`src/hdl/tekd_pkg.sv`:
```
package tekd_pkg;

    localparam int unsigned POS_W = 5;
    localparam int unsigned BYTE_W = 8;

    // Parse positions
    localparam logic [POS_W-1:0] P_IDLE = 5'd0;
    localparam logic [POS_W-1:0] P_ESC  = 5'd1;
    localparam logic [POS_W-1:0] P_CSI  = 5'd2;
    localparam logic [POS_W-1:0] P_SS3  = 5'd3;
    localparam logic [POS_W-1:0] P_CSI2 = 5'd4;
    localparam logic [POS_W-1:0] P_D1   = 5'd5;
    localparam logic [POS_W-1:0] P_D15  = 5'd6;
    localparam logic [POS_W-1:0] P_D17  = 5'd7;
    localparam logic [POS_W-1:0] P_D18  = 5'd8;
    localparam logic [POS_W-1:0] P_D19  = 5'd9;
    localparam logic [POS_W-1:0] P_D2   = 5'd10;
    localparam logic [POS_W-1:0] P_D20  = 5'd11;
    localparam logic [POS_W-1:0] P_D21  = 5'd12;
    localparam logic [POS_W-1:0] P_D23  = 5'd13;
    localparam logic [POS_W-1:0] P_D24  = 5'd14;
    localparam logic [POS_W-1:0] P_D3   = 5'd15;
    localparam logic [POS_W-1:0] P_D4   = 5'd16;
    localparam logic [POS_W-1:0] P_D5   = 5'd17;
    localparam logic [POS_W-1:0] P_D6   = 5'd18;

    // Special key numbers
    localparam logic [BYTE_W-1:0] K_UP      = 8'd0;
    localparam logic [BYTE_W-1:0] K_DOWN    = 8'd1;
    localparam logic [BYTE_W-1:0] K_LEFT    = 8'd2;
    localparam logic [BYTE_W-1:0] K_RIGHT   = 8'd3;
    localparam logic [BYTE_W-1:0] K_PGUP    = 8'd4;
    localparam logic [BYTE_W-1:0] K_PGDOWN  = 8'd5;
    localparam logic [BYTE_W-1:0] K_HOME    = 8'd6;
    localparam logic [BYTE_W-1:0] K_END     = 8'd7;
    localparam logic [BYTE_W-1:0] K_INSERT  = 8'd8;
    localparam logic [BYTE_W-1:0] K_DELETE  = 8'd9;
    localparam logic [BYTE_W-1:0] K_SHUP    = 8'd10;
    localparam logic [BYTE_W-1:0] K_SHDOWN  = 8'd11;
    localparam logic [BYTE_W-1:0] K_SHLEFT  = 8'd12;
    localparam logic [BYTE_W-1:0] K_SHRIGHT = 8'd13;
    localparam logic [BYTE_W-1:0] K_CTUP    = 8'd14;
    localparam logic [BYTE_W-1:0] K_CTDOWN  = 8'd15;
    localparam logic [BYTE_W-1:0] K_CTLEFT  = 8'd16;
    localparam logic [BYTE_W-1:0] K_CTRIGHT = 8'd17;
    localparam logic [BYTE_W-1:0] K_F1      = 8'd18;
    localparam logic [BYTE_W-1:0] K_F5      = 8'd22;
    localparam logic [BYTE_W-1:0] K_F6      = 8'd23;
    localparam logic [BYTE_W-1:0] K_F7      = 8'd24;
    localparam logic [BYTE_W-1:0] K_F8      = 8'd25;
    localparam logic [BYTE_W-1:0] K_F9      = 8'd26;
    localparam logic [BYTE_W-1:0] K_F10     = 8'd27;
    localparam logic [BYTE_W-1:0] K_F11     = 8'd28;
    localparam logic [BYTE_W-1:0] K_F12     = 8'd29;
    localparam logic [BYTE_W-1:0] K_DBLESC  = 8'd30;
    localparam logic [BYTE_W-1:0] K_NUMPAD5 = 8'd31;

    localparam logic [BYTE_W-1:0] ESC_BYTE = 8'h1B;

    typedef struct packed {
        logic              emit;
        logic              is_special;
        logic [BYTE_W-1:0] key_index;
        logic [POS_W-1:0]  next_pos;
    } tekd_dec_t;

endpackage

```
`src/hdl/tekd_decode.sv`:
```
module tekd_decode (
    input  logic [tekd_pkg::POS_W-1:0]  pos,
    input  logic [tekd_pkg::BYTE_W-1:0] in_byte,
    output tekd_pkg::tekd_dec_t         dec
);
    import tekd_pkg::*;

    always_comb begin
        // Default: emit the byte raw and drop back to idle
        dec.emit       = 1'b1;
        dec.is_special = 1'b0;
        dec.key_index  = in_byte;
        dec.next_pos   = P_IDLE;

        unique case (pos)
            P_ESC: begin
                if (in_byte == "[") begin
                    dec.emit = 1'b0;
                    dec.next_pos = P_CSI;
                end else if (in_byte == "O") begin
                    dec.emit = 1'b0;
                    dec.next_pos = P_SS3;
                end else if (in_byte == ESC_BYTE) begin
                    dec.is_special = 1'b1;
                    dec.key_index = K_DBLESC;
                end
            end
            P_SS3: begin
                if (in_byte >= "P" && in_byte <= "S") begin
                    dec.is_special = 1'b1;
                    dec.key_index = K_F1 + (in_byte - 8'("P"));
                end
            end
            P_CSI: begin
                case (in_byte)
                    "A": begin dec.is_special = 1'b1; dec.key_index = K_UP;    end
                    "B": begin dec.is_special = 1'b1; dec.key_index = K_DOWN;  end
                    "D": begin dec.is_special = 1'b1; dec.key_index = K_LEFT;  end
                    "C": begin dec.is_special = 1'b1; dec.key_index = K_RIGHT; end
                    "H": begin dec.is_special = 1'b1; dec.key_index = K_HOME;  end
                    "F": begin dec.is_special = 1'b1; dec.key_index = K_END;   end
                    "E", "G": begin
                        dec.is_special = 1'b1;
                        dec.key_index = K_NUMPAD5;
                    end
                    "1": begin dec.emit = 1'b0; dec.next_pos = P_D1;   end
                    "2": begin dec.emit = 1'b0; dec.next_pos = P_D2;   end
                    "3": begin dec.emit = 1'b0; dec.next_pos = P_D3;   end
                    "4": begin dec.emit = 1'b0; dec.next_pos = P_D4;   end
                    "5": begin dec.emit = 1'b0; dec.next_pos = P_D5;   end
                    "6": begin dec.emit = 1'b0; dec.next_pos = P_D6;   end
                    "[": begin dec.emit = 1'b0; dec.next_pos = P_CSI2; end
                    default: ;
                endcase
            end
            P_CSI2: begin
                if (in_byte >= "A" && in_byte <= "E") begin
                    dec.is_special = 1'b1;
                    dec.key_index = K_F1 + (in_byte - 8'("A"));
                end
            end
            P_D1: begin
                case (in_byte)
                    "~": begin dec.is_special = 1'b1; dec.key_index = K_HOME; end
                    "5": begin dec.emit = 1'b0; dec.next_pos = P_D15; end
                    "7": begin dec.emit = 1'b0; dec.next_pos = P_D17; end
                    "8": begin dec.emit = 1'b0; dec.next_pos = P_D18; end
                    "9": begin dec.emit = 1'b0; dec.next_pos = P_D19; end
                    default: ;
                endcase
            end
            P_D2: begin
                case (in_byte)
                    "~": begin dec.is_special = 1'b1; dec.key_index = K_INSERT;  end
                    "A": begin dec.is_special = 1'b1; dec.key_index = K_SHUP;    end
                    "B": begin dec.is_special = 1'b1; dec.key_index = K_SHDOWN;  end
                    "D": begin dec.is_special = 1'b1; dec.key_index = K_SHLEFT;  end
                    "C": begin dec.is_special = 1'b1; dec.key_index = K_SHRIGHT; end
                    "0": begin dec.emit = 1'b0; dec.next_pos = P_D20; end
                    "1": begin dec.emit = 1'b0; dec.next_pos = P_D21; end
                    "3": begin dec.emit = 1'b0; dec.next_pos = P_D23; end
                    "4": begin dec.emit = 1'b0; dec.next_pos = P_D24; end
                    default: ;
                endcase
            end
            P_D5: begin
                case (in_byte)
                    "~": begin dec.is_special = 1'b1; dec.key_index = K_PGUP;    end
                    "A": begin dec.is_special = 1'b1; dec.key_index = K_CTUP;    end
                    "B": begin dec.is_special = 1'b1; dec.key_index = K_CTDOWN;  end
                    "D": begin dec.is_special = 1'b1; dec.key_index = K_CTLEFT;  end
                    "C": begin dec.is_special = 1'b1; dec.key_index = K_CTRIGHT; end
                    default: ;
                endcase
            end
            P_D15, P_D17, P_D18, P_D19, P_D20, P_D21, P_D23, P_D24,
            P_D3, P_D4, P_D6: begin
                // Positions that only accept a closing tilde
                if (in_byte == "~") begin
                    dec.is_special = 1'b1;
                    unique case (pos)
                        P_D15:   dec.key_index = K_F5;
                        P_D17:   dec.key_index = K_F6;
                        P_D18:   dec.key_index = K_F7;
                        P_D19:   dec.key_index = K_F8;
                        P_D20:   dec.key_index = K_F9;
                        P_D21:   dec.key_index = K_F10;
                        P_D23:   dec.key_index = K_F11;
                        P_D24:   dec.key_index = K_F12;
                        P_D3:    dec.key_index = K_DELETE;
                        P_D4:    dec.key_index = K_END;
                        default: dec.key_index = K_PGDOWN;
                    endcase
                end
            end
            default: begin
                // Idle, and any unused position code
                if (in_byte == ESC_BYTE) begin
                    dec.emit = 1'b0;
                    dec.next_pos = P_ESC;
                end
            end
        endcase
    end

endmodule

```
`src/hdl/tekd_result_reg.sv`:
```
module tekd_result_reg (
    input  logic                        aclk,
    input  logic                        aresetn,
    input  logic                        load,
    input  tekd_pkg::tekd_dec_t         dec,
    input  logic                        m_ready,
    output logic                        m_valid,
    output logic                        m_is_special,
    output logic [tekd_pkg::BYTE_W-1:0] m_key_index,
    output logic                        can_take
);
    import tekd_pkg::*;

    logic              valid_reg;
    logic              valid_next;
    logic              special_reg;
    logic [BYTE_W-1:0] key_reg;

    // Take a new request whenever the held result is gone or leaves this cycle
    assign can_take = !valid_reg || m_ready;

    always_comb begin
        valid_next = valid_reg;
        if (load) begin
            valid_next = 1'b1;
        end else if (m_ready) begin
            valid_next = 1'b0;
        end
    end

    always_ff @(posedge aclk) begin
        if (!aresetn) begin
            valid_reg <= 1'b0;
        end else begin
            valid_reg <= valid_next;
        end
    end

    always_ff @(posedge aclk) begin
        if (load) begin
            special_reg <= dec.is_special;
            key_reg     <= dec.key_index;
        end
    end

    assign m_valid      = valid_reg;
    assign m_is_special = special_reg;
    assign m_key_index  = key_reg;

endmodule

```
`src/hdl/terminal_escape_key_decoder.sv`:
```
// A byte that completes a key or is passed raw shows on m_ in the cycle after it is accepted.
// Throughput: 1 byte per cycle unless m_ready stalls the output; decode is combinational
// and the result register frees itself in the same cycle that its result is taken.
// Prefix bytes (ESC, '[', 'O', digits) yield no result and only advance the parse position.
// Reset (aresetn low, synchronous): parse position idle, result register empty.
module terminal_escape_key_decoder (
    input  logic                        aclk,
    input  logic                        aresetn,
    input  logic                        s_valid,
    output logic                        s_ready,
    input  logic [tekd_pkg::BYTE_W-1:0] s_in_byte,
    output logic                        m_valid,
    input  logic                        m_ready,
    output logic                        m_is_special,
    output logic [tekd_pkg::BYTE_W-1:0] m_key_index
);
    import tekd_pkg::*;

    logic [POS_W-1:0] pos_reg;
    logic [POS_W-1:0] pos_next;
    tekd_dec_t        dec;
    logic             accept;
    logic             can_take;

    tekd_decode u_decode (
        .pos     (pos_reg),
        .in_byte (s_in_byte),
        .dec     (dec)
    );

    assign s_ready = can_take;
    assign accept  = s_valid && s_ready;

    always_comb begin
        pos_next = pos_reg;
        if (accept) begin
            pos_next = dec.next_pos;
        end
    end

    always_ff @(posedge aclk) begin
        if (!aresetn) begin
            pos_reg <= P_IDLE;
        end else begin
            pos_reg <= pos_next;
        end
    end

    tekd_result_reg u_result (
        .aclk         (aclk),
        .aresetn      (aresetn),
        .load         (accept && dec.emit),
        .dec          (dec),
        .m_ready      (m_ready),
        .m_valid      (m_valid),
        .m_is_special (m_is_special),
        .m_key_index  (m_key_index),
        .can_take     (can_take)
    );

    // A raw non-ESC byte taken while idle comes straight back out
    a_idle_raw: assert property (@(posedge aclk) disable iff (!aresetn)
        accept && pos_reg == P_IDLE && s_in_byte != ESC_BYTE
        |=> m_valid && !m_is_special && m_key_index == $past(s_in_byte))
        else $error("idle raw byte not passed through");

    // Any emission drops the parse back to idle
    a_emit_idle: assert property (@(posedge aclk) disable iff (!aresetn)
        accept && dec.emit |=> pos_reg == P_IDLE)
        else $error("parse position not idle after emission");

    // ESC from idle produces no result and enters the escape position
    a_esc_enter: assert property (@(posedge aclk) disable iff (!aresetn)
        accept && pos_reg == P_IDLE && s_in_byte == ESC_BYTE
        |=> pos_reg == P_ESC && (!m_valid || $past(m_valid && !m_ready)))
        else $error("ESC from idle mishandled");

    // Special key numbers stay within the key list
    a_special_range: assert property (@(posedge aclk) disable iff (!aresetn)
        m_valid && m_is_special |-> m_key_index <= K_NUMPAD5)
        else $error("special key number out of range");

endmodule

```
`config.mk`:
```
export PLATFORM = sky130hd
export DESIGN_NAME = terminal_escape_key_decoder
export DESIGN_NICKNAME = d
export VERILOG_FILES = /design/src/hdl/tekd_pkg.sv /design/src/hdl/tekd_decode.sv /design/src/hdl/tekd_result_reg.sv /design/src/hdl/terminal_escape_key_decoder.sv
export SDC_FILE = /design/constraint.sdc
export NUM_CORES = 1
export LEC_CHECK = 0
export ABC_AREA = 1
export BUFFER_PORTS_ARGS = -buffer_cell sky130_fd_sc_hd__buf_4
export CORE_MARGIN = 2
export CORE_UTILIZATION = 40
export CTS_BUF_LIST = sky130_fd_sc_hd__clkbuf_8 sky130_fd_sc_hd__clkbuf_16
export DETAILED_ROUTE_END_ITERATION = 7
export PLACE_DENSITY = 0.57
export SLEW_MARGIN = 20
export SYNTH_ARGS = -nofsm -noshare
export SYNTH_HDL_FRONTEND = slang
export SYNTH_HIERARCHICAL = 1
export SYNTH_SLANG_ARGS = --single-unit
```
`constraint.sdc`:
```
create_clock -name aclk -period 2.6 [get_ports aclk]
set_input_delay 0.26 -clock aclk [delete_from_list [all_inputs] [get_ports aclk]]
set_output_delay 0.26 -clock aclk [all_outputs]
set_load 0.1 [all_outputs]
```
==> impl_metrics.toml <==
[clock_network]
cts_buffers = 3
root_buffer = "clkbuf_8"
post-cts-setup-buffer-count = 0
cts_tree = "built"
ctsHoldBuffers = 0
clk_latency_ns = 0.25
clk_pin_slew_ns = 0.07
cts.sinks = 15
post_cts_resized = 0
htreeDepth = 1
clockBufferDepth = 2

[drt]
drtPass1Iterations = 5
ant_nets = 0
drtIter0Drc = 220
vias_per_cell = 5.60
wl_per_cell_um = 15.3
route.detailed.drc = 0
num_vias = 2736
drt-total-wl_mm = 7.48

[flow_run]
maxCapViolCount = 0

[power_and_ir_drop]
power_mw = 1.10
pwr-share-seq = 0.289
switching_power_uw = 549
p_comb_frac = 0.541
clkPwrFrac = 0.170
sw_frac_of_total = 0.499
p_leak_nw = 1.34
internal_power_uw = 551
ir_worst_vdd_mv = 0.270
p_per_area_mw_per_mm2 = 419

[layout]
syn_to_final_growth_pct = 11.5
antenna_cells = 0
layout_commonest_cell = "nand2_1"
layout_common_cells = "107 x nand2_1, 44 x nor2_1, 43 x nand3_1"
fillerInstances = 608
drive_gt1_frac = 0.209
largest_reg_flops = 8
nNetsFinal = 441

[setup_path]
worstPathRequired_ns = 2.55
cp.arrival_ns = 2.30
r2r_cells = 12
path_class = "register to register"
r2r_setup_slack_ns = 0.25
critPathLaunchType = "register"
r2r_end = "u_result/m_key_index[0]"
crit_fanout = 10
critPathCaptureType = "register"
r2r-start = "pos_reg[1]"

[synthesis]
synth_seq_cells = 15
syn_nets = 416
yosysUniqueCellTypes = 36
syn_area_per_cell_um2 = 6.00
synth_area_leaders = "nand2_1 17%, edfxtp_1 11%, nand3_1 9.1%"
ys_warn_count = 6
synth_area_mm2 = 0.00236
synth_top_area_cell = "nand2_1"
synth_cells = 393
synth_seq_area_share = 0.166
synth_top_area_frac = 0.170

[global_route]
grt_overflow = 0
track_usage = 0.236
grt_pass1_vias = 2323
grt_max_degree = 14
grt_pass1_wl_mm = 11.9
antenna_found_initial = 0

[sta]
drv_slew = 0
max_slew_margin = 0.624
hold_viol = 0
fin_crit_ns = 2.35
skew_ns = 0.0103
tightest_slew_ns = 0.563
fmax_mhz = 426
rsz0062_at_grt = "no"
period_share = 0.902
setup-violations-final = 0
tns_ns = 0

[floorplanning]
placeableCoreArea_mm2 = 0.00561
io_pins = 23
initial_core_util = 0.420
die_y_um = 80.8
die_area_mm2 = 0.00652
die_x_um = 80.8
rows = 27

[run_status]
status = "complete, no violations"

[place]
place_congestion = 0.988
io_buffers = 22
dp_hpwl_mm = 5.96

[worst_hold_path]
hp-class = "input pin to register"
whs_path_depth = 4
holdPathEnd = "u_result/m_valid"
min_from = "m_ready"
-- routing by layer --
metal | up-vias | global-route usage | routed length, µm
li1 | 1327 | - | -
met1 | 1257 | 0.332 | 3420
met2 | 142 | 0.379 | 3410
met3 | 10 | 0.0356 | 550
met4 | 0 | 0.0559 | 110
met5 | - | 0 | 0
-- power by group through the flow --
stage	registers, mW	logic, mW	clock network (mW)
2_1_floorplan	0.498	0.276	0
3_3_place_gp	0.322	0.592	0
3_5_place_dp	0.323	0.588	0
4_1_cts	0.319	0.589	0.192
5_1_grt	0.322	0.636	0.201
6_report	0.317	0.596	0.187
-- cell usage after synthesis (all sizes together) --
cell / number
a211oi: 1
a21oi: 22
a41oi: 2
buf: 7
clkbuf: 1
clkinv: 1
dfxtp: 6
edfxtp: 9
ha: 11
inv: 56
nand2: 121
nand3: 51
nand3b: 1
nand4: 8
nor2: 55
nor3: 5
nor3b: 1
o211ai: 3
o21ai: 29
o221ai: 1
or2: 1
xnor2: 1
-- stage by stage --
step | hold WS (ns) | setup WS, ns | cells | util | cell area [µm²]
final | 0.274 | 0.254 | 489 | 0.469 | 2630
after global routing | 0.284 | 0.0776 | 489 | 0.469 | 2630
after CTS | 0.270 | 0.284 | 489 | 0.469 | 2630
after detailed placement | 0.486 | 0.306 | 485 | 0.461 | 2580
after global placement | 0.479 | 0.406 | 485 | 0.461 | 2580
after floorplan | 0.380 | 0.219 | 393 | - | 2360
-- critical path: stages (launching register included) --
cell and delay (ns):
dfxtp_1 0.44, inv_1 0.10, ha_1 0.26, nand3_1 0.20, inv_1 0.12, nor3_2 0.22
nand2_1 0.11, inv_2 0.09, nand3_1 0.07, nand3_1 0.10, inv_1 0.05, nor2_1 0.09
buf_4 0.20
-- cell type report --
| cell class | count | area (µm²) | area share |
|---|---|---|---|
| clock buffer | 3 | 41.3 | 0.0157 |
| clock inverter | 1 | 3.75 | 0.00143 |
| inverter | 57 | 219 | 0.0833 |
| multi-input combinational | 313 | 1670 | 0.637 |
| sequential | 15 | 390 | 0.149 |
| tap | 72 | 90.1 | 0.0343 |
| timing repair buffer | 28 | 210 | 0.0800 |
-- kinds of logic (layout without fill, tap and decap cells) --
group	after synthesis	count (layout)	synth area share
flip-flops	15	15	0.166
buffers and inverters	65	89	0.125
XOR/XNOR	1	1	0.00372
AND/OR/NAND/NOR	243	243	0.511
AO/OA/AOI/OAI	58	58	0.137
adder cells (fa/ha/maj)	11	11	0.0584
-- worst max path at each step --
| stage | to | slack, ns | start |
|---|---|---|---|
| 4_1_cts | u_result/m_key_index[7] | 0.28 | pos_reg[1] |
| 2_1_floorplan | u_result/m_is_special | 0.22 | u_result/m_valid |
| 3_3_place_gp | u_result/m_key_index[2] | 0.41 | pos_reg[1] |
| 5_1_grt | u_result/m_key_index[2] | 0.08 | pos_reg[1] |
| 3_5_place_dp | u_result/m_key_index[0] | 0.31 | pos_reg[1] |
| 6_report | u_result/m_key_index[0] | 0.25 | pos_reg[1] |
No activity file was read; power rests on OpenSTA's default activity.
